[src/design/csl_pkg.sv]
// Shared types, constants and byte classification for the C-subset lexer.
package csl_pkg;

  localparam int CMD_DEPTH = 4;
  localparam int TOK_DEPTH = 4;

  localparam logic [5:0] KIND_NUM   = 6'd32;
  localparam logic [5:0] KIND_IDENT = 6'd33;
  localparam logic [5:0] KIND_STR   = 6'd34;
  localparam logic [5:0] KIND_END   = 6'd35;
  localparam logic [5:0] KIND_KW0   = 6'd36;

  localparam logic [2:0] ERR_NONE    = 3'd0;
  localparam logic [2:0] ERR_UNKNOWN = 3'd1;
  localparam logic [2:0] ERR_COMMENT = 3'd2;
  localparam logic [2:0] ERR_STRING  = 3'd3;
  localparam logic [2:0] ERR_LONG    = 3'd4;

  localparam logic [7:0] CH_NL    = 8'h0A;
  localparam logic [7:0] CH_UNDER = 8'h5F;
  localparam logic [7:0] CH_QUOTE = 8'h22;
  localparam logic [7:0] CH_STAR  = 8'h2A;
  localparam logic [7:0] CH_SLASH = 8'h2F;

  typedef enum logic [2:0] {
    MODE_IDLE, MODE_OP, MODE_NUM, MODE_IDENT, MODE_STR, MODE_LINE, MODE_BLOCK, MODE_BSTAR
  } scan_mode_t;

  typedef struct packed {
    logic       is_digit;
    logic       is_alpha;
    logic       is_space;
    logic       may_pair;
    logic       is_single;
    logic [5:0] single_kind;
  } byte_class_t;

  typedef struct packed {
    logic [7:0]  ch;
    logic        eoi;
    byte_class_t cls;
  } cmd_t;

  typedef struct packed {
    logic [5:0]  kind;
    logic [2:0]  err;
    logic [15:0] row;
    logic [15:0] col;
    logic [31:0] off;
    logic [8:0]  len;
    logic [31:0] val;
    logic        last;
  } token_t;

  typedef logic [7:0][7:0] kw_buf_t;

  function automatic byte_class_t classify(input logic [7:0] b);
    byte_class_t c;
    c = '0;
    c.is_digit = (b >= 8'h30) && (b <= 8'h39);
    c.is_alpha = ((b >= 8'h61) && (b <= 8'h7A)) || ((b >= 8'h41) && (b <= 8'h5A))
                 || (b == CH_UNDER);
    c.is_space = (b == 8'h20) || ((b >= 8'h09) && (b <= 8'h0D));
    c.may_pair = (b == "+") || (b == "-") || (b == "&") || (b == "|") || (b == "=")
                 || (b == "<") || (b == ">") || (b == "!") || (b == "/");
    c.is_single = 1'b1;
    unique case (b)
      "+": c.single_kind = 6'd0;
      "-": c.single_kind = 6'd2;
      "*": c.single_kind = 6'd5;
      "/": c.single_kind = 6'd6;
      "&": c.single_kind = 6'd7;
      "|": c.single_kind = 6'd9;
      "^": c.single_kind = 6'd11;
      "~": c.single_kind = 6'd12;
      "(": c.single_kind = 6'd13;
      ")": c.single_kind = 6'd14;
      "=": c.single_kind = 6'd15;
      ";": c.single_kind = 6'd17;
      ",": c.single_kind = 6'd18;
      ".": c.single_kind = 6'd19;
      "{": c.single_kind = 6'd20;
      "}": c.single_kind = 6'd21;
      "[": c.single_kind = 6'd22;
      "]": c.single_kind = 6'd23;
      "<": c.single_kind = 6'd24;
      ">": c.single_kind = 6'd27;
      "!": c.single_kind = 6'd30;
      default: begin
        c.is_single   = 1'b0;
        c.single_kind = 6'd0;
      end
    endcase
    return c;
  endfunction

  // {hit, kind} for a two-byte operator
  function automatic logic [6:0] pair_kind(input logic [7:0] a, input logic [7:0] b);
    logic [6:0] r;
    r = '0;
    if (a == "+" && b == "+") r = {1'b1, 6'd1};
    else if (a == "-" && b == "-") r = {1'b1, 6'd3};
    else if (a == "-" && b == ">") r = {1'b1, 6'd4};
    else if (a == "&" && b == "&") r = {1'b1, 6'd8};
    else if (a == "|" && b == "|") r = {1'b1, 6'd10};
    else if (a == "=" && b == "=") r = {1'b1, 6'd16};
    else if (a == "<" && b == "<") r = {1'b1, 6'd25};
    else if (a == "<" && b == "=") r = {1'b1, 6'd26};
    else if (a == ">" && b == ">") r = {1'b1, 6'd28};
    else if (a == ">" && b == "=") r = {1'b1, 6'd29};
    else if (a == "!" && b == "=") r = {1'b1, 6'd31};
    return r;
  endfunction

  // Keyword text right-aligned, first char in the highest used byte.
  function automatic logic [63:0] kw_text(input logic [3:0] i);
    logic [63:0] t;
    unique case (i)
      4'd0:  t = 64'("sizeof");
      4'd1:  t = 64'("if");
      4'd2:  t = 64'("else");
      4'd3:  t = 64'("while");
      4'd4:  t = 64'("for");
      4'd5:  t = 64'("int");
      4'd6:  t = 64'("char");
      4'd7:  t = 64'("void");
      4'd8:  t = 64'("return");
      4'd9:  t = 64'("enum");
      4'd10: t = 64'("struct");
      4'd11: t = 64'("typedef");
      4'd12: t = 64'("break");
      4'd13: t = 64'("continue");
      default: t = '0;
    endcase
    return t;
  endfunction

  function automatic logic [3:0] kw_len(input logic [3:0] i);
    logic [3:0] l;
    unique case (i)
      4'd0, 4'd8, 4'd10:             l = 4'd6;
      4'd1:                          l = 4'd2;
      4'd2, 4'd6, 4'd7, 4'd9:        l = 4'd4;
      4'd3, 4'd12:                   l = 4'd5;
      4'd4, 4'd5:                    l = 4'd3;
      4'd11:                         l = 4'd7;
      4'd13:                         l = 4'd8;
      default:                       l = 4'd0;
    endcase
    return l;
  endfunction

  // identifier kind: keyword kind on a match of the first len bytes
  function automatic logic [5:0] ident_kind(input kw_buf_t buf_in, input logic [3:0] len);
    logic [5:0]  k;
    logic [63:0] t;
    logic [3:0]  l;
    logic        eq;
    k = KIND_IDENT;
    for (int i = 13; i >= 0; i--) begin
      t  = kw_text(4'(i));
      l  = kw_len(4'(i));
      eq = (l == len);
      for (int j = 0; j < 8; j++) begin
        if (j < int'(l)) begin
          if (buf_in[j] != t[(int'(l) - 1 - j) * 8 +: 8]) eq = 1'b0;
        end
      end
      if (eq) k = KIND_KW0 + 6'(i);
    end
    return k;
  endfunction

endpackage

[src/design/csl_front.sv]
// Front end: classifies each accepted byte and queues it for the scanner.
module csl_front (
  input  logic            clk,
  input  logic            rst_n,
  input  logic            push,
  input  logic [7:0]      char_byte,
  input  logic            end_of_input,
  output logic            full,
  input  logic            cmd_pop,
  output logic            cmd_valid,
  output csl_pkg::cmd_t   cmd
);

  localparam int AW = $clog2(csl_pkg::CMD_DEPTH);

  csl_pkg::cmd_t mem [csl_pkg::CMD_DEPTH];
  logic [AW-1:0] wptr_r, rptr_r;
  logic [AW:0]   cnt_r;
  logic          wr_en;

  assign full      = (cnt_r == (AW+1)'(csl_pkg::CMD_DEPTH));
  assign cmd_valid = (cnt_r != '0);
  assign wr_en     = push && !full;
  assign cmd       = mem[rptr_r];

  always_ff @(posedge clk) begin
    if (wr_en) begin
      mem[wptr_r] <= '{ch: char_byte, eoi: end_of_input, cls: csl_pkg::classify(char_byte)};
    end
  end

  always_ff @(posedge clk) begin
    if (!rst_n) begin
      wptr_r <= '0;
      rptr_r <= '0;
      cnt_r  <= '0;
    end else begin
      if (wr_en) wptr_r <= wptr_r + 1'b1;
      if (cmd_pop) rptr_r <= rptr_r + 1'b1;
      cnt_r <= cnt_r + (AW+1)'(wr_en) - (AW+1)'(cmd_pop);
    end
  end

endmodule

[src/design/csl_scan.sv]
// Back end: token scanner state machine, up to two tokens per byte.
module csl_scan #(
  parameter int MAX_TOKEN_LEN = 256
) (
  input  logic             clk,
  input  logic             rst_n,
  input  logic             cmd_valid,
  input  csl_pkg::cmd_t    cmd,
  input  logic             out_room,
  output logic             cmd_pop,
  output logic [1:0]       wr_cnt,
  output csl_pkg::token_t  tok0,
  output csl_pkg::token_t  tok1
);

  localparam int LW = $clog2(MAX_TOKEN_LEN + 1);
  localparam logic [LW-1:0] MAX_LEN = LW'(MAX_TOKEN_LEN);

  csl_pkg::scan_mode_t mode_r, mode_nxt;
  logic [7:0]       pend_r, pend_nxt;
  logic [15:0]      row_r, row_nxt, col_r, col_nxt, trow_r, trow_nxt, tcol_r, tcol_nxt;
  logic [31:0]      off_r, off_nxt, toff_r, toff_nxt, acc_r, acc_nxt;
  logic [LW-1:0]    tlen_r, tlen_nxt;
  csl_pkg::kw_buf_t kb_r, kb_nxt;
  logic             halt_r, halt_nxt;

  csl_pkg::token_t  t [2];
  logic [1:0]       n;
  logic             used;
  logic [6:0]       pk;
  logic [7:0]       b;
  csl_pkg::byte_class_t c;
  logic [3:0]       klen;

  assign cmd_pop = cmd_valid && out_room;
  assign b       = cmd.ch;
  assign c       = cmd.cls;
  assign klen    = (tlen_r <= LW'(8)) ? 4'(tlen_r) : 4'd15;

  function automatic csl_pkg::token_t mk(input logic [5:0] k, input logic [2:0] e,
      input logic [15:0] r, input logic [15:0] cl, input logic [31:0] o,
      input logic [8:0] l, input logic [31:0] v);
    csl_pkg::token_t x;
    x = '{kind: k, err: e, row: r, col: cl, off: o, len: l, val: v, last: 1'b0};
    return x;
  endfunction

  always_comb begin
    mode_nxt = mode_r; pend_nxt = pend_r; row_nxt = row_r; col_nxt = col_r;
    off_nxt = off_r; trow_nxt = trow_r; tcol_nxt = tcol_r; toff_nxt = toff_r;
    tlen_nxt = tlen_r; acc_nxt = acc_r; kb_nxt = kb_r; halt_nxt = halt_r;
    t[0] = '0; t[1] = '0; n = 2'd0; used = 1'b1;
    pk = csl_pkg::pair_kind(pend_r, b);
    if (cmd_pop && !halt_r) begin
      if (cmd.eoi) begin
        unique case (mode_r)
          csl_pkg::MODE_OP: begin
            t[n[0]] = mk(csl_pkg::classify(pend_r).single_kind, csl_pkg::ERR_NONE,
                         trow_r, tcol_r, toff_r, 9'd1, '0);
            n = n + 2'd1;
          end
          csl_pkg::MODE_NUM: begin
            t[n[0]] = mk(csl_pkg::KIND_NUM, csl_pkg::ERR_NONE, trow_r, tcol_r, toff_r,
                         9'(tlen_r), acc_r);
            n = n + 2'd1;
          end
          csl_pkg::MODE_IDENT: begin
            t[n[0]] = mk(csl_pkg::ident_kind(kb_r, klen), csl_pkg::ERR_NONE, trow_r,
                         tcol_r, toff_r, 9'(tlen_r), '0);
            n = n + 2'd1;
          end
          csl_pkg::MODE_STR: begin
            t[n[0]] = mk('0, csl_pkg::ERR_STRING, trow_r, tcol_r, toff_r, '0, '0);
            n = n + 2'd1;
            halt_nxt = 1'b1;
          end
          csl_pkg::MODE_BLOCK, csl_pkg::MODE_BSTAR: begin
            t[n[0]] = mk('0, csl_pkg::ERR_COMMENT, trow_r, tcol_r, toff_r, '0, '0);
            n = n + 2'd1;
            halt_nxt = 1'b1;
          end
          default: ;
        endcase
        if (!halt_nxt) begin
          t[n[0]] = mk(csl_pkg::KIND_END, csl_pkg::ERR_NONE, row_r, col_r, off_r, '0, '0);
          n = n + 2'd1;
        end
        halt_nxt = 1'b1;
        mode_nxt = csl_pkg::MODE_IDLE;
      end else begin
        unique case (mode_r)
          csl_pkg::MODE_OP: begin
            if (pend_r == csl_pkg::CH_SLASH && b == csl_pkg::CH_SLASH) begin
              mode_nxt = csl_pkg::MODE_LINE;
            end else if (pend_r == csl_pkg::CH_SLASH && b == csl_pkg::CH_STAR) begin
              mode_nxt = csl_pkg::MODE_BLOCK;
            end else if (pk[6]) begin
              t[n[0]] = mk(pk[5:0], csl_pkg::ERR_NONE, trow_r, tcol_r, toff_r, 9'd2, '0);
              n = n + 2'd1;
              mode_nxt = csl_pkg::MODE_IDLE;
            end else begin
              t[n[0]] = mk(csl_pkg::classify(pend_r).single_kind, csl_pkg::ERR_NONE,
                           trow_r, tcol_r, toff_r, 9'd1, '0);
              n = n + 2'd1;
              mode_nxt = csl_pkg::MODE_IDLE;
              used = 1'b0;
            end
          end
          csl_pkg::MODE_NUM: begin
            if (!c.is_digit) begin
              t[n[0]] = mk(csl_pkg::KIND_NUM, csl_pkg::ERR_NONE, trow_r, tcol_r, toff_r,
                           9'(tlen_r), acc_r);
              n = n + 2'd1;
              mode_nxt = csl_pkg::MODE_IDLE;
              used = 1'b0;
            end else if (tlen_r >= MAX_LEN) begin
              t[n[0]] = mk('0, csl_pkg::ERR_LONG, trow_r, tcol_r, toff_r, '0, '0);
              n = n + 2'd1;
              halt_nxt = 1'b1;
            end else begin
              tlen_nxt = tlen_r + 1'b1;
              acc_nxt  = (acc_r << 3) + (acc_r << 1) + 32'(b[3:0]);
            end
          end
          csl_pkg::MODE_IDENT: begin
            if (!(c.is_alpha || c.is_digit)) begin
              t[n[0]] = mk(csl_pkg::ident_kind(kb_r, klen), csl_pkg::ERR_NONE, trow_r,
                           tcol_r, toff_r, 9'(tlen_r), '0);
              n = n + 2'd1;
              mode_nxt = csl_pkg::MODE_IDLE;
              used = 1'b0;
            end else if (tlen_r >= MAX_LEN) begin
              t[n[0]] = mk('0, csl_pkg::ERR_LONG, trow_r, tcol_r, toff_r, '0, '0);
              n = n + 2'd1;
              halt_nxt = 1'b1;
            end else begin
              if (tlen_r < LW'(8)) kb_nxt[tlen_r[2:0]] = b;
              tlen_nxt = tlen_r + 1'b1;
            end
          end
          csl_pkg::MODE_STR: begin
            if (tlen_r >= MAX_LEN) begin
              t[n[0]] = mk('0, csl_pkg::ERR_LONG, trow_r, tcol_r, toff_r, '0, '0);
              n = n + 2'd1;
              halt_nxt = 1'b1;
            end else begin
              tlen_nxt = tlen_r + 1'b1;
              if (b == csl_pkg::CH_QUOTE) begin
                t[n[0]] = mk(csl_pkg::KIND_STR, csl_pkg::ERR_NONE, trow_r, tcol_r, toff_r,
                             9'(tlen_nxt), '0);
                n = n + 2'd1;
                mode_nxt = csl_pkg::MODE_IDLE;
              end
            end
          end
          csl_pkg::MODE_LINE: begin
            if (b == csl_pkg::CH_NL) mode_nxt = csl_pkg::MODE_IDLE;
          end
          csl_pkg::MODE_BLOCK: begin
            if (b == csl_pkg::CH_STAR) mode_nxt = csl_pkg::MODE_BSTAR;
          end
          csl_pkg::MODE_BSTAR: begin
            if (b == csl_pkg::CH_SLASH) mode_nxt = csl_pkg::MODE_IDLE;
            else if (b != csl_pkg::CH_STAR) mode_nxt = csl_pkg::MODE_BLOCK;
          end
          default: begin
            mode_nxt = csl_pkg::MODE_IDLE;
            used = 1'b0;
          end
        endcase

        // byte starts a new token
        if (!halt_nxt && !used) begin
          trow_nxt = row_r; tcol_nxt = col_r; toff_nxt = off_r;
          tlen_nxt = LW'(1); acc_nxt = '0;
          priority if (c.is_space) begin
            tlen_nxt = '0;
          end else if (c.may_pair) begin
            pend_nxt = b;
            mode_nxt = csl_pkg::MODE_OP;
          end else if (c.is_single) begin
            t[n[0]] = mk(c.single_kind, csl_pkg::ERR_NONE, row_r, col_r, off_r, 9'd1, '0);
            n = n + 2'd1;
          end else if (c.is_digit) begin
            acc_nxt  = 32'(b[3:0]);
            mode_nxt = csl_pkg::MODE_NUM;
          end else if (c.is_alpha) begin
            kb_nxt[0] = b;
            mode_nxt  = csl_pkg::MODE_IDENT;
          end else if (b == csl_pkg::CH_QUOTE) begin
            mode_nxt = csl_pkg::MODE_STR;
          end else begin
            t[n[0]] = mk('0, csl_pkg::ERR_UNKNOWN, row_r, col_r, off_r, '0, '0);
            n = n + 2'd1;
            halt_nxt = 1'b1;
          end
        end

        if (b == csl_pkg::CH_NL) begin
          if (row_r != 16'hFFFF) row_nxt = row_r + 1'b1;
          col_nxt = 16'd1;
        end else if (col_r != 16'hFFFF) begin
          col_nxt = col_r + 1'b1;
        end
        off_nxt = off_r + 1'b1;
      end
    end
    if (n == 2'd1) t[0].last = 1'b1;
    if (n == 2'd2) t[1].last = 1'b1;
  end

  assign wr_cnt = n;
  assign tok0   = t[0];
  assign tok1   = t[1];

  always_ff @(posedge clk) begin
    if (!rst_n) begin
      mode_r <= csl_pkg::MODE_IDLE;
      pend_r <= '0;
      row_r  <= 16'd1;
      col_r  <= 16'd1;
      off_r  <= '0;
      trow_r <= 16'd1;
      tcol_r <= 16'd1;
      toff_r <= '0;
      tlen_r <= '0;
      acc_r  <= '0;
      kb_r   <= '0;
      halt_r <= 1'b0;
    end else begin
      mode_r <= mode_nxt;
      pend_r <= pend_nxt;
      row_r  <= row_nxt;
      col_r  <= col_nxt;
      off_r  <= off_nxt;
      trow_r <= trow_nxt;
      tcol_r <= tcol_nxt;
      toff_r <= toff_nxt;
      tlen_r <= tlen_nxt;
      acc_r  <= acc_nxt;
      kb_r   <= kb_nxt;
      halt_r <= halt_nxt;
    end
  end

`ifndef ASSERT_OFF
  a_halt_sticky: assert property (@(posedge clk) disable iff (!rst_n)
    halt_r |=> halt_r) else $error("halt released without reset");
  a_no_out_halted: assert property (@(posedge clk) disable iff (!rst_n)
    halt_r |-> (wr_cnt == 2'd0)) else $error("token after halt");
  a_len_bound: assert property (@(posedge clk) disable iff (!rst_n)
    tlen_r <= MAX_LEN) else $error("token length past limit");
  a_pop_room: assert property (@(posedge clk) disable iff (!rst_n)
    (wr_cnt != 2'd0) |-> (cmd_pop && out_room)) else $error("write without room");
`endif

endmodule

[src/design/csl_tok_fifo.sv]
// Result queue: takes up to two tokens per cycle, hands out one.
module csl_tok_fifo (
  input  logic             clk,
  input  logic             rst_n,
  input  logic [1:0]       wr_cnt,
  input  csl_pkg::token_t  tok0,
  input  csl_pkg::token_t  tok1,
  output logic             room,
  output logic             empty,
  input  logic             pop,
  output csl_pkg::token_t  head
);

  localparam int AW = $clog2(csl_pkg::TOK_DEPTH);

  csl_pkg::token_t mem [csl_pkg::TOK_DEPTH];
  logic [AW-1:0] wptr_r, rptr_r;
  logic [AW:0]   cnt_r;
  logic          rd_en;

  assign empty = (cnt_r == '0);
  assign room  = (cnt_r <= (AW+1)'(csl_pkg::TOK_DEPTH - 2));
  assign rd_en = pop && !empty;
  assign head  = mem[rptr_r];

  always_ff @(posedge clk) begin
    if (wr_cnt != 2'd0) mem[wptr_r] <= tok0;
    if (wr_cnt == 2'd2) mem[wptr_r + 1'b1] <= tok1;
  end

  always_ff @(posedge clk) begin
    if (!rst_n) begin
      wptr_r <= '0;
      rptr_r <= '0;
      cnt_r  <= '0;
    end else begin
      wptr_r <= wptr_r + AW'(wr_cnt);
      if (rd_en) rptr_r <= rptr_r + 1'b1;
      cnt_r <= cnt_r + (AW+1)'(wr_cnt) - (AW+1)'(rd_en);
    end
  end

endmodule

[src/design/c_subset_lexer.sv]
// Top level of the streaming C-subset lexer.
// One source byte (or an end-of-input mark) is taken per word through push/full, and tokens
// come out through empty/pop, oldest first; a byte may give zero, one or two tokens, the last
// of them flagged by out_last_of_run. The scanner takes one queued byte per clock, so the
// block sustains one byte per cycle as long as results are drained; it pauses a byte only
// while the four-entry result queue has fewer than two free slots. A word is queued in the
// front queue, and its tokens in the result queue, before they reach the result ports. After
// an error or the end token the block drops further input without results until reset.
module c_subset_lexer #(
  parameter int MAX_TOKEN_LEN = 256
) (
  input  logic        clk,
  input  logic        rst_n,
  input  logic        push,
  output logic        full,
  input  logic [7:0]  in_char_byte,
  input  logic        in_end_of_input,
  output logic        empty,
  input  logic        pop,
  output logic [5:0]  out_token_kind,
  output logic [2:0]  out_error_code,
  output logic [15:0] out_start_row,
  output logic [15:0] out_start_col,
  output logic [31:0] out_start_offset,
  output logic [8:0]  out_token_length,
  output logic [31:0] out_number_value,
  output logic        out_last_of_run
);

  logic            cmd_pop, cmd_valid, room;
  csl_pkg::cmd_t   cmd;
  logic [1:0]      wr_cnt;
  csl_pkg::token_t tok0, tok1, head;

  csl_front u_front (
    .clk(clk), .rst_n(rst_n), .push(push), .char_byte(in_char_byte),
    .end_of_input(in_end_of_input), .full(full), .cmd_pop(cmd_pop),
    .cmd_valid(cmd_valid), .cmd(cmd)
  );

  csl_scan #(.MAX_TOKEN_LEN(MAX_TOKEN_LEN)) u_scan (
    .clk(clk), .rst_n(rst_n), .cmd_valid(cmd_valid), .cmd(cmd), .out_room(room),
    .cmd_pop(cmd_pop), .wr_cnt(wr_cnt), .tok0(tok0), .tok1(tok1)
  );

  csl_tok_fifo u_fifo (
    .clk(clk), .rst_n(rst_n), .wr_cnt(wr_cnt), .tok0(tok0), .tok1(tok1),
    .room(room), .empty(empty), .pop(pop), .head(head)
  );

  assign out_token_kind   = head.kind;
  assign out_error_code   = head.err;
  assign out_start_row    = head.row;
  assign out_start_col    = head.col;
  assign out_start_offset = head.off;
  assign out_token_length = head.len;
  assign out_number_value = head.val;
  assign out_last_of_run  = head.last;

endmodule

[config.mk]
export PLATFORM = sky130hd
export DESIGN_NAME = c_subset_lexer
export DESIGN_NICKNAME = d
export VERILOG_FILES = /design/src/design/csl_pkg.sv /design/src/design/csl_front.sv /design/src/design/csl_scan.sv /design/src/design/csl_tok_fifo.sv /design/src/design/c_subset_lexer.sv
export SDC_FILE = /design/constraint.sdc
export NUM_CORES = 2
export LEC_CHECK = 0
export BUFFER_PORTS_ARGS = -buffer_cell sky130_fd_sc_hd__clkbuf_2
export CAP_MARGIN = 5
export CORE_MARGIN = 3
export CORE_UTILIZATION = 30
export CTS_BUF_LIST = sky130_fd_sc_hd__clkbuf_2
export CTS_CLUSTER_SIZE = 14
export DETAILED_ROUTE_END_ITERATION = 16
export PLACE_DENSITY = 0.5
export SLEW_MARGIN = 0
export SYNTH_ARGS = -nofsm -noshare
export SYNTH_HDL_FRONTEND = slang
export SYNTH_SLANG_ARGS = --single-unit
[constraint.sdc]
create_clock -name clk -period 16.32 [get_ports clk]
set_input_delay 3.264 -clock clk [delete_from_list [all_inputs] [get_ports clk]]
set_output_delay 3.264 -clock clk [all_outputs]
set_load 0.01 [all_outputs]
### Yosys cells after proc, flatten, opt, wreduce, memory -nomap -nowiden

Memory sizes are Yosys's and may differ from the RTL's. A register that Yosys moved wholly into a read port is not among the register bits.
Index checks and enable logic that the tools add are counted.

* register bits: 259
* memory bits (writable): 540
* bits of input ports: 13
* output and inout port bits: 117
* word-level logic and storage cells: 1861
* memories: 2

Memories
* u_fifo.mem: words 4, width 115, rd ports 1, clocked after memory_dff 1, wr ports 2, line csl_tok_fifo.sv:16 `csl_pkg::token_t mem [csl_pkg::TOK_DEPTH];`
* u_front.mem: words 4, width 20, rd ports 1, clocked after memory_dff 1, wr ports 1, line csl_front.sv:16 `csl_pkg::cmd_t mem [csl_pkg::CMD_DEPTH];`

* add/subtract/negate cells: 129
* magnitude comparators: 130
* eq/ne operators: 309
* shifts and indexed selects: 224
* muxes and demuxes: 975
* bitwise gates (word level): 5
* reduce and logical (&&, ||, !) cells: 62

Operators by type and width (number)
* 64-bit by 32-bit variable part select with 8-bit output: 181
* 64-bit two-way mux: 98
* 230-bit two-way mux: 10
* 8-bit inequality test: 224
* 115-bit two-way mux: 13
* 64-bit by 8-bit variable part select with 8-bit output: 23
* 64-bit by 9-bit variable part select with 8-bit output: 20
* 230-bit bitwise mux: 3
* 1-bit two-way mux: 683
* 29-bit by 4-bit subtractor with 29-bit output, second input constant: 20
* 115-bit case mux with 5 select lines: 1
* 115-bit case mux with 4 select lines: 1
* 8-bit by 6-bit == test with 1-bit output, second input constant: 38
* 29-bit by 3-bit subtractor with 29-bit output, second input constant: 10
* 115-bit demux with 1-bit select: 2
* 3-bit by 4-bit < comparator with 1-bit output, first input constant: 56
* 32-bit two-way mux: 7
* 5-bit by 4-bit subtractor with 6-bit output, second input constant: 36
* 4-bit two-way mux: 51
* 5-bit case mux with 20 select lines: 2
* 29-bit by 2-bit subtractor with 29-bit output, second input constant: 5
* 5-bit two-way mux: 28
* 8-bit by 7-bit == test with 1-bit output, second input constant: 16
* 1-bit by 4-bit < comparator with 1-bit output, first input constant: 28
* 73 further kinds: 278

### Longest topological paths before layout

* word-level depth: 61
* gate-level depth with buffers: 21
* depth with buffers taken out: 17

### Cells and area by module

From an unflattened synthesis, not the netlist that was laid out.

* cells, all modules: 3740
* area, all modules: 43122.6 um^2

By module, submodules not included
* csl_tok_fifo: instances 1, cells an instance 1163, area an instance 22531.6 um^2, seq. area each 13993.4 um^2
* csl_scan: instances 1, cells an instance 2324, area an instance 16717.3 um^2, seq. area each 4904.7 um^2
* csl_front: instances 1, cells an instance 253, area an instance 3873.7 um^2, seq. area each 2462.4 um^2

### Least setup slack after synthesis

No wires, ideal clock.

* kind: flip-flop to flip-flop
* start: reg with a tool-made name
* end: mem u_fifo.mem[0][0] (netlist name), enable pin
* setup time: 757 ps
* data arrival time: 12194 ps
* required time: 15563 ps
* setup slack: 3368 ps
* stages on the path, launching flop included: 15
* buffers on the path: 3
* period minus slack after synthesis: 12952 ps
* cell sequence: dfxtp_1 -> buf_6 -> mux4_2 -> or4b_4 -> nand4b_4 -> o211a_1 -> buf_6 -> ha_1 -> nor4_1 -> a21oi_2 -> nor4_1 -> a211oi_4 -> buf_6 -> and2_1 -> o31ai_1

RTL lines (line)
* to (decl): csl_tok_fifo.sv:16

==> reports/metrics.cfg <==
[setup_path]
required_ns = 13.06
crit_arrival_ns = 4.43
reg2reg_slack_ns = 9.17
worstSetupPathType = flip-flop to output pin
crit_path_frequent_cell = buf_4
path_cells = buf_4, buf_4, mux4_2, clkbuf_2
cp-start-kind = flip-flop
end_kind = output pin
crit_slowest_cell = dfxtp_4
critPathMaxStageDelay_ns = 0.81
reg2reg_depth = 14
worstPathMaxFanout = 41
rr_endpoint = u_fifo.mem[1][49]

[logic_synthesis]
synth_top_cell_area_share_pct = 40.0
syn_nets = 3453
ys_seq_elements = 799
yosysUniqueCellTypes = 98
synth_top_cell_by_area = edfxtp_1
yosys_warnings = 0
synth_edf_count = 536
synthCells = 3360
yosys_most_used_dff = edfxtp_1
syn_area_per_cell_um2 = 12.0
ys_seq_area_share_pct = 53.1
synthesis.area_um2 = 40200
synth_area_leaders = edfxtp_1 40%, dfxtp_1 13%, mux4_2 7.3%
async_flop_share_pct = 0

[cells_and_area]
regArea_um2 = 21400
layout_commonest_cell = edfxtp_1
fin_area_um2 = 44300
area_growth_pct = 10.1
fillers = 13400
fin_util_pct = 33.5
nets = 3549
multiInputGateArea_um2 = 17500
layout_common_cells = 536 x edfxtp_1, 471 x clkbuf_2, 311 x nand2_1
drive_gt1_share_pct = 21.4

[cts]
cts_tree = built
cts_num_sinks = 799
clockRootBuffer = clkbuf_2
cts_resized = 0
cts_buffer_depth = 3
insertion_delay_ns = 1.59
cts_made_buffers = 211
cts_setup_buffers = 0
ctsHoldBuffers = 0
cts_max_level = 4
clkTransAtPathRegs_ns = 0.09

[die]
io_pins = 130
core.rowCount = 133
initial_utilization_pct = 30.4
die_width_um = 372
core_um2 = 132000
die_area_um2 = 139000
die_y_um = 372

[route]
wl_per_cell_um = 21.9
ant_nets = 0
drtIter0Drc = 2121
via_per_inst = 5.28
drc = 0
firstDrtPassIters = 6
vias = 28500
routed_wl_mm = 119

[timing]
fmax_mhz = 130
finClkSkew_ns = 0.138
finalSetupTns_ns = 0
period_needed_ns = 7.69
setup_viol = 0
fin_crit_sh_pct = 47.1
worstMarginPinSlew_ns = 1.25
rsz0062_at_grt = no
hold_viol = 0
slew_headroom_pct = 15.6
slew_violations = 0

[grt]
antenna_found_initial = 5
grt_pass1_vias = 28800
grt_pass1_wl_mm = 180
track_usage_pct = 17.0
gr-total-overflow = 0
grt_max_degree = 101

[power]
power_density_nw_per_um2 = 149
ir_worst_vdd_v = 0.000139
p_leak_uw = 0.0149

[hold_path]
holdPathStages = 2
min_from = u_scan.kb_r[60]
hp-class = flip-flop to flip-flop
hold_end = u_scan.kb_r[60]

[placed_design]
dp_hpwl_mm = 70.1
dpl_cell_area_um2 = 42200
numPortBuffers = 129
place.gp.congestion = 0.852

[run]
max_cap_viol_count = 0

[status]
status = completed

-- report_power, final --
group          internal, uW  switching, uW  total, uW  leakage [uW]
Combinational           690           1620       2310       0.00655
Clock                   614            878       1490       0.00159
Sequential             2650            160       2810       0.00681
Total                  3950           2660       6610        0.0149
-- registers in the layout, summed over array words and instances (netlist names), 2 cells and up, named ones only --
signal and cells:
u_front.mem 76, u_fifo.rptr_r 2, u_scan.kb_r 64, u_fifo.cnt_r 3, u_scan.tcol_r 16, u_scan.col_r 16
u_scan.pend_r 8, u_scan.trow_r 16, u_scan.toff_r 32, u_scan.off_r 32, u_front.wptr_r 2, u_front.rptr_r 2
u_scan.row_r 16, u_fifo.mem 460, u_scan.acc_r 32, u_scan.mode_r 3, u_front.cnt_r 3, u_scan.tlen_r 9
u_fifo.wptr_r 2
-- how the worst max path moves through the flow --
stage | start | to | slack, ns | depth (start not counted)
after floorplan | flip-flop | u_fifo.mem[0][0] | 3.37 | 14
after global placement | flip-flop | u_fifo.mem[1][68] | 9.09 | 14
after detailed placement | flip-flop | u_fifo.mem[1][53] | 9.11 | 14
after CTS | flip-flop | out_token_kind[4] | 8.20 | 4
after global routing | flip-flop | out_token_kind[4] | 8.24 | 4
final | flip-flop | out_token_kind[4] | 8.63 | 4
-- worst max-delay path, delay by kind of cell (launching register included) --
family / cells / cell delay (ns)
multiplexers: 1 / 0.50
flip-flops: 1 / 0.81
buffers and inverters: 3 / 1.57
-- through the flow --
step | hold slack [ns] | std cells | worst slack, ns | power, uW
2_1_floorplan | 0.443 | 3360 | 3.37 | 4340
3_3_place_gp | 0.457 | 4998 | 9.09 | 5190
3_5_place_dp | 0.466 | 4998 | 9.11 | 5210
4_1_cts | 0.479 | 5397 | 8.20 | 6730
5_1_grt | 0.509 | 5402 | 8.24 | 6990
6_report | 0.474 | 5402 | 8.63 | 6610
-- cells in the mapped netlist (29+ instances only) --
master,instances
inv_1,37
ha_1,76
nor2_1,155
mux2i_1,63
mux4_2,131
buf_1,29
clkbuf_1,204
nor2b_1,92
buf_2,34
nor3_1,47
a32o_2,46
a32o_1,210
xnor2_1,63
a21oi_1,82
nand4_1,37
nor4_1,31
edfxtp_1,536
nand2_1,312
and2_1,201
and3_1,37
xor2_1,33
dfxtp_1,263
a21boi_0,97
nand3_1,97
o21ai_0,101
-- final cells by class --
cell class / instances / share of cell area, %
clock buffer: 343 / 3.87
antenna: 5 / 0.0282
inverter: 39 / 0.342
tap: 1755 / 4.96
clock inverter: 56 / 0.824
multi-input combinational: 2228 / 39.5
timing repair buffer: 177 / 2.28
sequential: 799 / 48.2
-- logic make-up (layout without fill, tap and decap cells) --
kind of cell	count (synthesis)	count (layout)	synth area share [%]
AO/OA/AOI/OAI	687	687	13.6
other	0	5	0
flip-flops	799	799	53.1
adder cells (fa/ha/maj)	80	80	2.56
multiplexers	206	206	9.42
AND/OR/NAND/NOR	1159	1159	15.5
buffers and inverters	333	615	3.73
XOR/XNOR	96	96	2.09
-- metal layers --
layer | GRT usage [%] | share of wire (%) | up-vias
met3 | 3.56 | 6.4 | 191
li1 | - | - | 13200
met4 | 5.85 | 2.3 | 0
met5 | 0 | 0 | -
met2 | 27.0 | 47 | 921
met1 | 22.9 | 45 | 14200
No activity file was read; power rests on OpenSTA's default activity.
